===== src/rtl/gne_pkg.sv =====
// Shared types, codes and offset tables for the grid neighbor enumeration unit.
// No dependencies; used by every module under rtl except gne_queue.
package gne_pkg;

  // Index words and coordinate axes
  localparam int IDX_W    = 24;
  localparam int NUM_AXES = 3;

  // Neighbor entries: the 3-D table is the longest
  localparam int NB_MAX = 26;
  localparam int NB_W   = 5;

  // Divider: quotient bits retired per cycle
  localparam int DIV_BITS   = 4;
  localparam int DIV_CYCLES = IDX_W / DIV_BITS;
  localparam int DIV_CNT_W  = $clog2(DIV_CYCLES);

  // Depth of the queue between front and back
  localparam int QUEUE_DEPTH = 2;

  // Result status codes
  localparam logic [1:0] ST_VALID = 2'd0;
  localparam logic [1:0] ST_NONE  = 2'd1;
  localparam logic [1:0] ST_RANGE = 2'd2;

  // Configuration register indexes
  localparam logic CFG_GRID_SIDE = 1'b0;
  localparam logic CFG_GRID_DIMS = 1'b1;

  // Offset codes along one axis
  typedef logic [1:0] off_t;
  localparam off_t OZ = 2'd0;  // stay
  localparam off_t OP = 2'd1;  // plus one
  localparam off_t OM = 2'd2;  // minus one

  typedef off_t [NUM_AXES-1:0] off_vec_t;

  // 1-D offsets along axis 0
  localparam off_t OFF1 [2] = '{OM, OP};

  // 2-D offsets as (axis 0, axis 1)
  localparam off_t OFF2 [8][2] = '{
    '{OM, OM}, '{OZ, OM}, '{OP, OM}, '{OM, OZ},
    '{OP, OZ}, '{OM, OP}, '{OZ, OP}, '{OP, OP}
  };

  // 3-D offsets as (axis 0, axis 1, axis 2)
  localparam off_t OFF3 [NB_MAX][NUM_AXES] = '{
    '{OM, OZ, OZ}, '{OP, OZ, OZ}, '{OZ, OM, OZ}, '{OZ, OP, OZ},
    '{OM, OM, OZ}, '{OM, OP, OZ}, '{OP, OM, OZ}, '{OP, OP, OZ},
    '{OM, OZ, OM}, '{OP, OZ, OM}, '{OZ, OM, OM}, '{OZ, OP, OM},
    '{OM, OM, OM}, '{OM, OP, OM}, '{OP, OM, OM}, '{OP, OP, OM},
    '{OM, OZ, OP}, '{OP, OZ, OP}, '{OZ, OM, OP}, '{OZ, OP, OP},
    '{OM, OM, OP}, '{OM, OP, OP}, '{OP, OM, OP}, '{OP, OP, OP},
    '{OZ, OZ, OM}, '{OZ, OZ, OP}
  };

  // Number of table entries for a dimension count
  function automatic logic [NB_W-1:0] entry_count(input logic [1:0] dims);
    logic [NB_W-1:0] n;
    case (dims)
      2'd1: n = NB_W'(2);
      2'd2: n = NB_W'(8);
      default: n = NB_W'(NB_MAX);
    endcase
    return n;
  endfunction

  // Offsets of one table entry; unused axes stay put
  function automatic off_vec_t entry_offs(input logic [1:0] dims, input logic [NB_W-1:0] i);
    off_vec_t r;
    r = '{default: OZ};
    case (dims)
      2'd1: begin
        r[0] = OFF1[i[0]];
      end
      2'd2: begin
        r[0] = OFF2[i[2:0]][0];
        r[1] = OFF2[i[2:0]][1];
      end
      default: begin
        if (i < NB_W'(NB_MAX)) begin
          r[0] = OFF3[i][0];
          r[1] = OFF3[i][1];
          r[2] = OFF3[i][2];
        end
      end
    endcase
    return r;
  endfunction

endpackage


===== src/rtl/grid_neighbor_enumeration_unit.sv =====
// Top level of the grid neighbor enumeration unit: configuration registers,
// front end, queue and back end. Depends on gne_pkg, gne_front, gne_queue, gne_back.
//
// An index word is taken when start is high and busy is low. The front end
// splits it into coordinates with a divider that retires four quotient bits a
// cycle: a 1-D grid or a zero side needs no divider pass, a 2-D grid one pass
// and a 3-D grid two, during which busy is high. A two-entry queue holds
// finished records while the back end emits one result per cycle, one for
// each in-bounds neighbor (up to 26) or a single status word, registered
// through its pipeline stages after the record is picked up. Each result
// is shown for exactly one cycle with result_valid high and must be taken
// then; the unit never waits on the receiver. Write grid_side and grid_dims
// only while idle.
module grid_neighbor_enumeration_unit #(
  parameter int MAX_DIMENSIONS = 3,
  parameter int COORD_BITS     = 8
) (
  input  logic                      clk,
  input  logic                      rst,
  input  logic                      start,
  output logic                      busy,
  input  logic [gne_pkg::IDX_W-1:0] region_index,
  input  logic                      cfg_we,
  input  logic                      cfg_index,
  input  logic [7:0]                cfg_data,
  output logic                      result_valid,
  output logic [gne_pkg::IDX_W-1:0] neighbor_index,
  output logic                      is_last,
  output logic [1:0]                status
);
  import gne_pkg::*;

  localparam logic [7:0] SIDE_MAX = 8'((1 << COORD_BITS) - 1);
  localparam int         REC_W    = 2 + NUM_AXES * COORD_BITS;

  logic [7:0]            grid_side;
  logic [1:0]            grid_dims;
  logic [COORD_BITS-1:0] side_eff;
  logic [1:0]            dims_eff;

  logic                                 push;
  logic [1:0]                           push_status;
  logic [NUM_AXES-1:0][COORD_BITS-1:0]  push_coord;
  logic                                 q_full;
  logic                                 q_empty;
  logic                                 pop;
  logic [REC_W-1:0]                     head_data;

  // Configuration registers
  always_ff @(posedge clk) begin
    if (rst) begin
      grid_side <= 8'd16;
      grid_dims <= 2'd2;
    end else if (cfg_we) begin
      case (cfg_index)
        CFG_GRID_SIDE: grid_side <= cfg_data;
        CFG_GRID_DIMS: grid_dims <= cfg_data[1:0];
        default: ;
      endcase
    end
  end

  // Clamp side to the coordinate range and dims to the supported count
  assign side_eff = (grid_side > SIDE_MAX) ? SIDE_MAX[COORD_BITS-1:0]
                                           : grid_side[COORD_BITS-1:0];

  always_comb begin
    if (grid_dims == 2'd0) begin
      dims_eff = 2'd1;
    end else if (int'(grid_dims) > MAX_DIMENSIONS) begin
      dims_eff = 2'(MAX_DIMENSIONS);
    end else begin
      dims_eff = grid_dims;
    end
  end

  gne_front #(
    .COORD_BITS (COORD_BITS)
  ) u_front (
    .clk          (clk),
    .rst          (rst),
    .start        (start),
    .region_index (region_index),
    .side         (side_eff),
    .dims         (dims_eff),
    .q_full       (q_full),
    .busy         (busy),
    .push         (push),
    .push_status  (push_status),
    .push_coord   (push_coord)
  );

  gne_queue #(
    .WIDTH (REC_W),
    .DEPTH (QUEUE_DEPTH)
  ) u_queue (
    .clk       (clk),
    .rst       (rst),
    .push      (push),
    .push_data ({push_status, push_coord}),
    .pop       (pop),
    .head_data (head_data),
    .full      (q_full),
    .empty     (q_empty)
  );

  gne_back #(
    .COORD_BITS (COORD_BITS)
  ) u_back (
    .clk            (clk),
    .rst            (rst),
    .side           (side_eff),
    .dims           (dims_eff),
    .q_valid        (!q_empty),
    .head_status    (head_data[REC_W-1 -: 2]),
    .head_coord     (head_data[NUM_AXES*COORD_BITS-1:0]),
    .pop            (pop),
    .result_valid   (result_valid),
    .neighbor_index (neighbor_index),
    .is_last        (is_last),
    .status         (status)
  );

endmodule


===== src/rtl/gne_front.sv =====
// Front end: takes index words, splits them into grid coordinates with an
// iterative divider and checks the range. Depends on gne_pkg.
module gne_front #(
  parameter int COORD_BITS = 8
) (
  input  logic                                          clk,
  input  logic                                          rst,
  input  logic                                          start,
  input  logic [gne_pkg::IDX_W-1:0]                     region_index,
  input  logic [COORD_BITS-1:0]                         side,
  input  logic [1:0]                                    dims,
  input  logic                                          q_full,
  output logic                                          busy,
  output logic                                          push,
  output logic [1:0]                                    push_status,
  output logic [gne_pkg::NUM_AXES-1:0][COORD_BITS-1:0]  push_coord
);
  import gne_pkg::*;

  localparam int COORD_VEC_W = NUM_AXES * COORD_BITS;

  typedef enum logic [2:0] {
    F_IDLE = 3'b001,
    F_DIV  = 3'b010,
    F_HOLD = 3'b100
  } front_state_t;

  front_state_t                        state;
  logic [IDX_W-1:0]                    dvd;
  logic [COORD_BITS-1:0]               rem;
  logic [DIV_CNT_W-1:0]                step_cnt;
  logic                                more_pass;
  logic [1:0]                          rec_status;
  logic [NUM_AXES-1:0][COORD_BITS-1:0] rec_coord;

  logic [IDX_W-1:0]      dvd_next;
  logic [COORD_BITS-1:0] rem_next;
  logic [COORD_BITS:0]   trial;
  logic                  ge;
  logic                  accept;

  // Hold off only while dividing or while the record cannot leave
  assign busy   = (state == F_DIV) || ((state == F_HOLD) && q_full);
  assign accept = start && !busy;
  assign push   = (state == F_HOLD) && !q_full;

  assign push_status = rec_status;
  assign push_coord  = rec_coord;

  // Retire DIV_BITS quotient bits by restoring steps
  always_comb begin
    dvd_next = dvd;
    rem_next = rem;
    trial    = '0;
    ge       = 1'b0;
    for (int k = 0; k < DIV_BITS; k++) begin
      trial    = {rem_next, dvd_next[IDX_W-1]};
      ge       = (trial >= {1'b0, side});
      dvd_next = {dvd_next[IDX_W-2:0], ge};
      rem_next = ge ? COORD_BITS'(trial - {1'b0, side}) : trial[COORD_BITS-1:0];
    end
  end

  // Sequence: accept, divide once per extra axis, then hand the record over
  always_ff @(posedge clk) begin
    if (rst) begin
      state     <= F_IDLE;
      step_cnt  <= '0;
      more_pass <= 1'b0;
    end else if (accept) begin
      if (side == '0) begin
        rec_status <= ST_RANGE;
        rec_coord  <= '0;
        state      <= F_HOLD;
      end else if (dims == 2'd1) begin
        rec_status <= (region_index < IDX_W'(side)) ? ST_VALID : ST_RANGE;
        rec_coord  <= COORD_VEC_W'(region_index[COORD_BITS-1:0]);
        state      <= F_HOLD;
      end else begin
        rec_coord <= '0;
        dvd       <= region_index;
        rem       <= '0;
        step_cnt  <= '0;
        more_pass <= (dims == 2'd3);
        state     <= F_DIV;
      end
    end else if (state == F_HOLD) begin
      if (!q_full) begin
        state <= F_IDLE;
      end
    end else if (state == F_DIV) begin
      dvd <= dvd_next;
      if (step_cnt == DIV_CNT_W'(DIV_CYCLES - 1)) begin
        step_cnt <= '0;
        rem      <= '0;
        if (more_pass) begin
          // Least significant axis of a 3-D grid; divide the quotient again
          rec_coord[2] <= rem_next;
          more_pass    <= 1'b0;
        end else begin
          rec_coord[1] <= rem_next;
          rec_coord[0] <= dvd_next[COORD_BITS-1:0];
          rec_status   <= (dvd_next < IDX_W'(side)) ? ST_VALID : ST_RANGE;
          state        <= F_HOLD;
        end
      end else begin
        step_cnt <= step_cnt + 1'b1;
        rem      <= rem_next;
      end
    end
  end

endmodule


===== src/rtl/gne_queue.sv =====
// Small register queue that decouples front and back.
// Generic in width and depth; no package dependencies.
module gne_queue #(
  parameter int WIDTH = 8,
  parameter int DEPTH = 2
) (
  input  logic             clk,
  input  logic             rst,
  input  logic             push,
  input  logic [WIDTH-1:0] push_data,
  input  logic             pop,
  output logic [WIDTH-1:0] head_data,
  output logic             full,
  output logic             empty
);

  localparam int PTR_W = (DEPTH > 1) ? $clog2(DEPTH) : 1;
  localparam int CNT_W = $clog2(DEPTH + 1);

  logic [WIDTH-1:0] slots [DEPTH];
  logic [PTR_W-1:0] wr_ptr;
  logic [PTR_W-1:0] rd_ptr;
  logic [CNT_W-1:0] count;

  assign full      = (count == CNT_W'(DEPTH));
  assign empty     = (count == '0);
  assign head_data = slots[rd_ptr];

  // Store the incoming word
  always_ff @(posedge clk) begin
    if (push) begin
      slots[wr_ptr] <= push_data;
    end
  end

  // Advance pointers and occupancy
  always_ff @(posedge clk) begin
    if (rst) begin
      wr_ptr <= '0;
      rd_ptr <= '0;
      count  <= '0;
    end else begin
      if (push) begin
        wr_ptr <= (wr_ptr == PTR_W'(DEPTH - 1)) ? '0 : wr_ptr + 1'b1;
      end
      if (pop) begin
        rd_ptr <= (rd_ptr == PTR_W'(DEPTH - 1)) ? '0 : rd_ptr + 1'b1;
      end
      if (push && !pop) begin
        count <= count + 1'b1;
      end else if (pop && !push) begin
        count <= count - 1'b1;
      end
    end
  end

endmodule


===== src/rtl/gne_back.sv =====
// Back end: walks the in-bounds neighbor mask of one record, one neighbor a
// cycle, and rebuilds linear indices in a two-multiply pipeline. Depends on gne_pkg.
module gne_back #(
  parameter int COORD_BITS = 8
) (
  input  logic                                          clk,
  input  logic                                          rst,
  input  logic [COORD_BITS-1:0]                         side,
  input  logic [1:0]                                    dims,
  input  logic                                          q_valid,
  input  logic [1:0]                                    head_status,
  input  logic [gne_pkg::NUM_AXES-1:0][COORD_BITS-1:0]  head_coord,
  output logic                                          pop,
  output logic                                          result_valid,
  output logic [gne_pkg::IDX_W-1:0]                     neighbor_index,
  output logic                                          is_last,
  output logic [1:0]                                    status
);
  import gne_pkg::*;

  localparam int AW = 2 * COORD_BITS;

  typedef logic [NUM_AXES-1:0][COORD_BITS-1:0] coord_vec_t;

  // Record being walked
  logic              cur_valid;
  logic              cur_single;
  logic [1:0]        cur_status;
  logic [NB_MAX-1:0] cur_mask;
  coord_vec_t        cur_coord;

  // Pipeline stages
  logic                  p1_valid;
  logic                  p1_last;
  logic [1:0]            p1_status;
  coord_vec_t            p1_v;
  logic                  p2_valid;
  logic                  p2_last;
  logic [1:0]            p2_status;
  logic [AW-1:0]         p2_a;
  logic [COORD_BITS-1:0] p2_tail;

  logic [NB_MAX-1:0]     head_mask;
  logic [NUM_AXES-1:0]   lo;
  logic [NUM_AXES-1:0]   hi;
  logic [NB_MAX-1:0]     low_bit;
  logic [NB_MAX-1:0]     rest_mask;
  logic [NB_W-1:0]       sel;
  off_vec_t              sel_offs;
  off_vec_t              chk_offs;
  coord_vec_t            step_v;
  logic                  cur_done;
  logic                  ok;

  // Flag coordinates that sit on a grid edge
  always_comb begin
    for (int a = 0; a < NUM_AXES; a++) begin
      lo[a] = (head_coord[a] == '0);
      hi[a] = (head_coord[a] == side - COORD_BITS'(1));
    end
  end

  // Mark every table entry that stays inside the grid
  always_comb begin
    head_mask = '0;
    chk_offs  = '{default: OZ};
    ok        = 1'b0;
    for (int i = 0; i < NB_MAX; i++) begin
      chk_offs = entry_offs(dims, NB_W'(i));
      ok       = (NB_W'(i) < entry_count(dims));
      for (int a = 0; a < NUM_AXES; a++) begin
        if ((chk_offs[a] == OM && lo[a]) || (chk_offs[a] == OP && hi[a])) begin
          ok = 1'b0;
        end
      end
      head_mask[i] = ok;
    end
  end

  // Pick the lowest pending entry
  assign low_bit   = cur_mask & (~cur_mask + NB_MAX'(1));
  assign rest_mask = cur_mask & ~low_bit;

  always_comb begin
    sel = '0;
    for (int i = 0; i < NB_MAX; i++) begin
      if (low_bit[i]) begin
        sel = sel | NB_W'(i);
      end
    end
  end

  assign sel_offs = entry_offs(dims, sel);

  // Step each coordinate by its offset
  always_comb begin
    for (int a = 0; a < NUM_AXES; a++) begin
      case (sel_offs[a])
        OP:      step_v[a] = cur_coord[a] + COORD_BITS'(1);
        OM:      step_v[a] = cur_coord[a] - COORD_BITS'(1);
        default: step_v[a] = cur_coord[a];
      endcase
    end
  end

  assign cur_done = cur_valid && (cur_single || (rest_mask == '0));
  assign pop      = q_valid && (!cur_valid || cur_done);

  // Load a new record or drop the entry just issued
  always_ff @(posedge clk) begin
    if (rst) begin
      cur_valid <= 1'b0;
    end else if (pop) begin
      cur_valid  <= 1'b1;
      cur_mask   <= head_mask;
      cur_coord  <= head_coord;
      cur_single <= (head_status != ST_VALID) || (head_mask == '0);
      if (head_status != ST_VALID) begin
        cur_status <= head_status;
      end else begin
        cur_status <= (head_mask == '0) ? ST_NONE : ST_VALID;
      end
    end else if (cur_done) begin
      cur_valid <= 1'b0;
    end else if (cur_valid) begin
      cur_mask <= rest_mask;
    end
  end

  // Stage 1: neighbor coordinates
  always_ff @(posedge clk) begin
    if (rst) begin
      p1_valid <= 1'b0;
    end else begin
      p1_valid <= cur_valid;
    end
    p1_last   <= cur_single || (rest_mask == '0);
    p1_status <= cur_status;
    p1_v      <= cur_single ? '0 : step_v;
  end

  // Stage 2: fold the two leading axes of a 3-D grid, else pass axes 0 and 1 on
  always_ff @(posedge clk) begin
    if (rst) begin
      p2_valid <= 1'b0;
    end else begin
      p2_valid <= p1_valid;
    end
    p2_last   <= p1_last;
    p2_status <= p1_status;
    if (dims == 2'd3) begin
      p2_a    <= AW'(p1_v[0]) * AW'(side) + AW'(p1_v[1]);
      p2_tail <= p1_v[2];
    end else begin
      p2_a    <= AW'(p1_v[0]);
      p2_tail <= p1_v[1];
    end
  end

  // Stage 3: final fold into the result register
  always_ff @(posedge clk) begin
    if (rst) begin
      result_valid <= 1'b0;
    end else begin
      result_valid <= p2_valid;
    end
    is_last <= p2_last;
    status  <= p2_status;
    if (dims == 2'd1) begin
      neighbor_index <= IDX_W'(p2_a);
    end else begin
      neighbor_index <= IDX_W'(p2_a) * IDX_W'(side) + IDX_W'(p2_tail);
    end
  end

endmodule

===== config.mk =====
export PLATFORM = sky130hd
export DESIGN_NAME = grid_neighbor_enumeration_unit
export DESIGN_NICKNAME = d
export VERILOG_FILES = /design/src/rtl/gne_pkg.sv /design/src/rtl/grid_neighbor_enumeration_unit.sv /design/src/rtl/gne_front.sv /design/src/rtl/gne_queue.sv /design/src/rtl/gne_back.sv
export SDC_FILE = /design/constraint.sdc
export NUM_CORES = 1
export LEC_CHECK = 0
export BUFFER_PORTS_ARGS = -buffer_cell sky130_fd_sc_hd__buf_2
export CORE_MARGIN = 5
export CORE_UTILIZATION = 45
export CTS_CLUSTER_SIZE = 16
export DETAILED_ROUTE_END_ITERATION = 7
export PLACE_DENSITY = 0.68
export SLEW_MARGIN = 20
export SYNTH_ARGS = -nofsm -noshare
export SYNTH_HDL_FRONTEND = slang
export SYNTH_HIERARCHICAL = 1
export SYNTH_SLANG_ARGS = --single-unit

===== constraint.sdc =====
create_clock -name clk -period 9.65 [get_ports clk]
set_input_delay 1.93 -clock clk [delete_from_list [all_inputs] [get_ports clk]]
set_output_delay 1.93 -clock clk [all_outputs]
set_load 0.02 [all_outputs]

# == Word level (Yosys, flattened, before mapping) ==
# Memories as Yosys holds them, arrays and structs flattened. A register that Yosys moved wholly into a read port is not among the register bits.
# Cells that the tools add are included.
# totals
reg_bits,217
mem_bits_rw,52
romBits,224
input_bits,37
output_inout_bits,29
word_cells,1032
memories,3
# classes
addsub,19
mul,2
magnitude_cmp,37
eq_ne,181
muxes,460
bitwise,8
n_reduce_logical,284
# mem_list
memory,words,word_bits,read_ports,rd_clocked_by_memory_dff,write_ports,line,text
(name not given),32,6,1,0,0,gne_pkg.sv:83,r[0] = OFF3[i][0];
u_queue.slots,2,26,1,1,1,gne_queue.sv:20,logic [WIDTH-1:0] slots [DEPTH];
(name not given),8,4,1,0,0,gne_pkg.sv:78,r[0] = OFF2[i[2:0]][0];
# ops
operator,count
$mux 24,38
$mux 8,40
$mux 26,9
$mux 2,91
$mux 6,30
$eq 2x2->1 const B,84
$mux 3,56
$eq 2x1->1 const B,82
$pmux 2 s2,41
$logic_and 1x1->1,163
$mux 1,124
$mux 16,7
$logic_or 1x1->1,82
$and 26x26->26,2
$logic_not 26->1,2
$not 26->26,2
$lt 5x5->1 const A,10
$mux 5,10
$lt 24x8->1,2
$pmux 8 s2,3
$lt 4x5->1 const A,8
$mux 4,10
$ge 9x8->1,4
$logic_not 8->1,4
44 further kinds,87

# == Longest topological paths before layout ==
# logic_depth
ltp_word,37
ltp_mapped,39
depth_no_buf,37

# == Modules after synthesis ==
# Netlist, hierarchy kept.
# modules_own_cells
module,n_inst,cells_per_inst,area_each_um2,seq_area_each_um2
gne_back,1,1501,13822.0,3293.2
gne_front,1,499,4825.9,1851.8
gne_queue,1,103,2082.0,1661.6
grid_neighbor_enumeration_unit,1,46,446.7,200.2

# == Least setup slack after synthesis ==
# No wires, ideal clock.
# synth_timing
path_kind,reg-to-reg
start,register grid_side[1]
end,register u_front.rec_coord (netlist bit u_front/push_coord[15]) (data pin)
setup_time_ns,0.270
arrival_ns,7.530
t_required_ns,9.380
path_slack_ns,1.850
path_stages_with_launch,39
n_path_buf,2
period_less_slack_ns,7.800
cell_sequence,dfxtp_1 -> inv_1 -> ha_1 -> nand2b_1 -> a21oi_2 -> o221ai_2 -> and3_1 -> buf_6 -> inv_2 -> mux2_2 -> ha_1 -> or3_1 -> o21ai_0 -> a31oi_1 -> and2_1 -> nor3_2 -> inv_4 -> mux2_2 -> [3 not listed] -> o21ai_0 -> a21oi_1 -> o41ai_1 -> nand2b_1 -> o211a_4 -> inv_2 -> mux2i_1 -> ha_1 -> nor2b_1 -> o21a_1 -> o31ai_1 -> a21oi_1 -> o21ai_0 -> o211ai_1 -> a211oi_4 -> buf_6 -> mux2i_1 -> nor2_1
# synth_between
elab_chain_len,30
elab_cells_between_ends,38
cone_classes,add/sub: 4; order compare: 5; mux: 28; reduce/logical: 1
# synth_rtl
element,line,text
"start, declared",grid_neighbor_enumeration_unit.sv:36,logic [7:0] grid_side;
"start signal, assigned",grid_neighbor_enumeration_unit.sv:56,CFG_GRID_SIDE: grid_side <= cfg_data;
$gt 8x8->1,grid_neighbor_enumeration_unit.sv:64,assign side_eff = (grid_side > SIDE_MAX) ? SIDE_MAX[COORD_BITS-1:0]
$mux 8 *,grid_neighbor_enumeration_unit.sv:64,
$sub 8x8->8 or $ge 9x8->1 (tied branches),"gne_front.sv:60, gne_front.sv:58",
$mux 8,gne_front.sv:60,"rem_next = ge ? COORD_BITS'(trial - {1'b0, side}) : trial[COORD_BITS-1:0];"
$sub 8x8->8 or $ge 9x8->1 (tied branches),"gne_front.sv:60, gne_front.sv:58",
$mux 8,gne_front.sv:60,
$sub 8x8->8 or $ge 9x8->1 (tied branches),"gne_front.sv:60, gne_front.sv:58",
$mux 8,gne_front.sv:60,
[14 not listed],-,
$mux 24,gne_front.sv:87,end else if (state == F_HOLD) begin
$mux 24,gne_front.sv:70,end else if (accept) begin
$mux 24,gne_front.sv:66,if (rst) begin
$mux 24,gne_front.sv:87,
$mux 24,gne_front.sv:70,
$mux 24,gne_front.sv:66,
$mux 24 *,gne_front.sv:70,
$mux 24 *,gne_front.sv:66,
"end signal, assigned",gne_front.sv:77,rec_coord <= COORD_VEC_W'(region_index[COORD_BITS-1:0]);
"end, declared",gne_front.sv:34,logic [NUM_AXES-1:0][COORD_BITS-1:0] rec_coord;
# Mark *: on every way between the ends. The rest lies on a longest branch, timed or not. The select of a mux whose other input is x is not followed.
# A chain may end at the register's enable or synchronous reset.

# == Final worst setup path ==
# layout_timing
start,register grid_side[4]
end,register u_front.rem[6] (data pin)
# layout_between
elab_chain_len,24
elab_cells_between_ends,28
cone_classes,add/sub: 4; order compare: 5; mux: 19
# layout_rtl
element,line,text
$gt 8x8->1,grid_neighbor_enumeration_unit.sv:64,
$mux 8 *,grid_neighbor_enumeration_unit.sv:64,
$sub 8x8->8 or $ge 9x8->1 (tied branches),"gne_front.sv:60, gne_front.sv:58",
$mux 8,gne_front.sv:60,
$sub 8x8->8 or $ge 9x8->1 (tied branches),"gne_front.sv:60, gne_front.sv:58",
$mux 8,gne_front.sv:60,
$sub 8x8->8 or $ge 9x8->1 (tied branches),"gne_front.sv:60, gne_front.sv:58",
$mux 8,gne_front.sv:60,
[8 not listed],-,
$mux 8 *,gne_front.sv:87,
$mux 8 *,gne_front.sv:70,
$mux 8 *,gne_front.sv:66,
$mux 8 *,gne_front.sv:87,
$mux 8 *,gne_front.sv:70,
$mux 8 *,gne_front.sv:66,
$mux 8 *,gne_front.sv:70,
$mux 8 *,gne_front.sv:66,
"end signal, assigned",gne_front.sv:108,rem <= rem_next;
"end, declared",gne_front.sv:30,logic [COORD_BITS-1:0] rem;
# Marks and branches as above.

==> run_results.csv <==
group,metric,value,unit
synth,synth_area,21200,um^2
routing,route.antenna.remaining_nets,0,
synth,synthCells,2149,
sta,finalHoldViolCount,0,
setup_path,cp.arrival,9.33,ns
setup_path,cp.required,9.93,ns
power_and_ir_drop,power,9340,uW
layout,fin_nets,2539,
power_and_ir_drop,p_leak,0.0103,uW
synth,yosys_warnings,6,
hold_path,min_path_type,"reg -> reg",
setup_path,cpMaxStageDelayCell,"o41ai_1",
sta,tightest_slew,0.954,ns
global_route,grt_use_total,19.9,%
sta,fin_crit,9.04,ns
synth,ys_async_sr_fraction,0,%
synth,syn_nets,2491,
power_and_ir_drop,ir_worst_vdd,0.716,mV
routing,drt-total-wl,50.9,mm
sta,relSlewSlack,36.4,%
floorplan,die_y,227,um
routing,dr.pass1.iters,5,
power_and_ir_drop,p_per_area,403,nW/um^2
setup_path,rr_worst_depth,37,
sta,clock.fmax,0.111,GHz
synth,ys_ff_latch,269,
clocking,htree_levels,2,
global_route,grt_pass1_wl,82.8,mm
setup_path,startpoint_type,"register",
sta,setup_viol,0,
synth,synthDistinctLibCells,104,
clocking,cts_buffer_depth,3,
sta,fin_skew,0.0347,ns
placement,gp_routability_congestion,0.866,
routing,vias_per_cell,5.45,
global_route,overflow,0,
layout,final_common_cell,"inv_1",
hold_path,holdPathStages,0,
clocking,clk_pin_slew,0.05,ns
layout,seq_area,7010,um^2
flow_run,max_cap_violations,0,
global_route,grt_max_degree,49,
routing,drcViolationCount,0,
synth,avgSynthCellArea,9.85,um^2
setup_path,cp_max_fo,10,
layout,final_util,49.8,%
global_route,grt_pass1_vias,15900,
clocking,cts_tree,"done",
floorplan,fp.dieW,227,um
routing,vias,15400,
layout,syn2layout_area_growth,9.57,%
setup_path,crit_path_max_incr_delay,0.45,ns
synth,ys_seq_area_share,33.1,%
status,status,"completed",
floorplan,die-area,51500,um^2
global_route,antenna_found_initial,1,
synth,synth_top_flop_cell,"edfxtp_1",
placement,dp_hpwl,38.3,mm
layout,multi_input_area,12900,um^2
routing,wl_per_cell,18.0,um
clocking,cts_root_buf,"clkbuf_16",
floorplan,io_pins,66,
clocking,ctsResizeCount,0,
layout,post_route_cells_drive_above_1_share,11.5,%
sta,slew_viol_final,0,
sta,period_share,93.7,%
floorplan,core-area,46600,um^2
clocking,cts_num_sinks,269,
floorplan,rows,79,
placement,numPortBuffers,65,
layout,final_cell_mix,"246 x inv_1, 224 x nand2_1, 162 x nor2_1, 162 x edfxtp_1, 161 x ha_1",
setup_path,crit_top_cell,"ha_1",
setup_path,worstSetupEndpointType,"register",
floorplan,start_util,45.5,%
clocking,cts_buffers,34,
placement,dpl_cell_area,22100,um^2
setup_path,worstSetupPathType,"reg -> reg",
layout,fill_cells,4223,
synth,synth-edff-count,162,
layout,finalInstanceArea,23200,um^2
routing,drt_iter0_markers,987,
clocking,clkLatencyLatePin,0.57,ns
## flip-flops by register name, indices dropped and copies added (netlist names), 8 cells and up, named ones only
signal and cells:
grid_side 8, u_back/cur_coord 24, u_back/cur_mask 26, u_back/neighbor_index 24, u_back/p1_v 24, u_back/p2_a 16
u_back/p2_tail 8, u_front/dvd 24, u_front/push_coord 24, u_front/rem 8, u_queue/slots 52
## synth_stat cells, types with 10 or more instances
master    number  area [um^2]
a211oi_1      12         90.1
a21o_1        22          165
a21oi_1       91          455
and2_1       117          732
clkbuf_1      58          218
dfxtp_1      107         2140
edfxtp_1     162         4860
fa_1         143         2860
ha_1         162         2030
inv_1        246          923
mux2_2        47          529
mux2i_1       44          440
nand2_1      224          841
nand2b_1      28          175
nand3_1       25          125
nand4_1       21          131
nor2_1       165          619
nor2b_1       30          188
nor3_1        39          195
o21ai_0       64          320
o21bai_1      10         75.1
or3_1         17          106
or4_1         11         82.6
xnor2_1       47          412
xor2_1        35          307
## worst paths after layout
check,start,to,slack [ns]
worst max-delay path,grid_side[4],u_front/rem[6],0.61
worst min-delay path,u_back/p1_status[0],u_back/p2_status[0],0.32
worst max register to register,grid_side[4],u_front/rem[6],0.61
worst min register to register,u_back/p1_status[0],u_back/p2_status[0],0.32
## stage by stage
| step | cells | worst slack, ns | setup TNS (ns) | hold WS [ns] |
|---|---|---|---|---|
| CTS | 2827 | 0.328 | 0 | 0.325 |
| global placement | 2765 | 0.506 | 0 | 0.313 |
| floorplan | 2149 | 1.85 | 0 | 0.310 |
| detailed placement | 2765 | 0.388 | 0 | 0.314 |
| finish | 2831 | 0.608 | 0 | 0.325 |
| global route | 2830 | -0.0160 | -0.0177 | 0.339 |
## cells by family (layout without fill, tap and decap cells)
group / count (synthesis) / count (layout) / share of synthesized area, %
simple gates: 747 / 747 / 17.8
buf+inv: 330 / 404 / 6.27
fa+ha+maj: 309 / 309 / 23.3
compound gates: 300 / 300 / 9.72
flops: 269 / 269 / 33.1
mux: 101 / 101 / 5.32
xor+xnor: 92 / 92 / 4.47
other cells: 1 / 2 / 0.0177
## layer usage
layer	up-vias	part of all wire (%)	global-route usage, %
li1	7384	-	-
met1	7565	43	26.2
met2	410	50	34.9
met3	80	5.1	3.06
met4	0	2.1	4.94
met5	-	0	0
## layout make-up
cell class / instances / area share, %
tap: 607 / 3.27
clock buffer: 39 / 3.79
sequential: 269 / 30.2
antenna: 1 / 0.0108
multi-input combinational: 1550 / 55.4
clock inverter: 23 / 0.928
inverter: 250 / 4.06
timing repair buffer: 92 / 2.33
## report_power, final
part	total (uW)	leakage [uW]	switching [uW]	internal [uW]
clock	1240	0.000538	523	720
combinational	6080	0.00742	3350	2730
sequential	2010	0.00238	228	1790
## worst max-delay path, delay by kind of cell (launching register included)
kind	cells	cell delay, ns
AOI/OAI and AO/OA	14	3.16
DFF	1	0.31
and+or+nand+nor	8	1.66
adders and majority gates	4	1.26
buffers and inverters	7	1.01
muxes	4	1.37
## timing repair
item,CTS,global route
setup buffers,0,3
hold buffers,0,0
setup endpoints to repair,0,26
(Power assumes the default switching activity.)
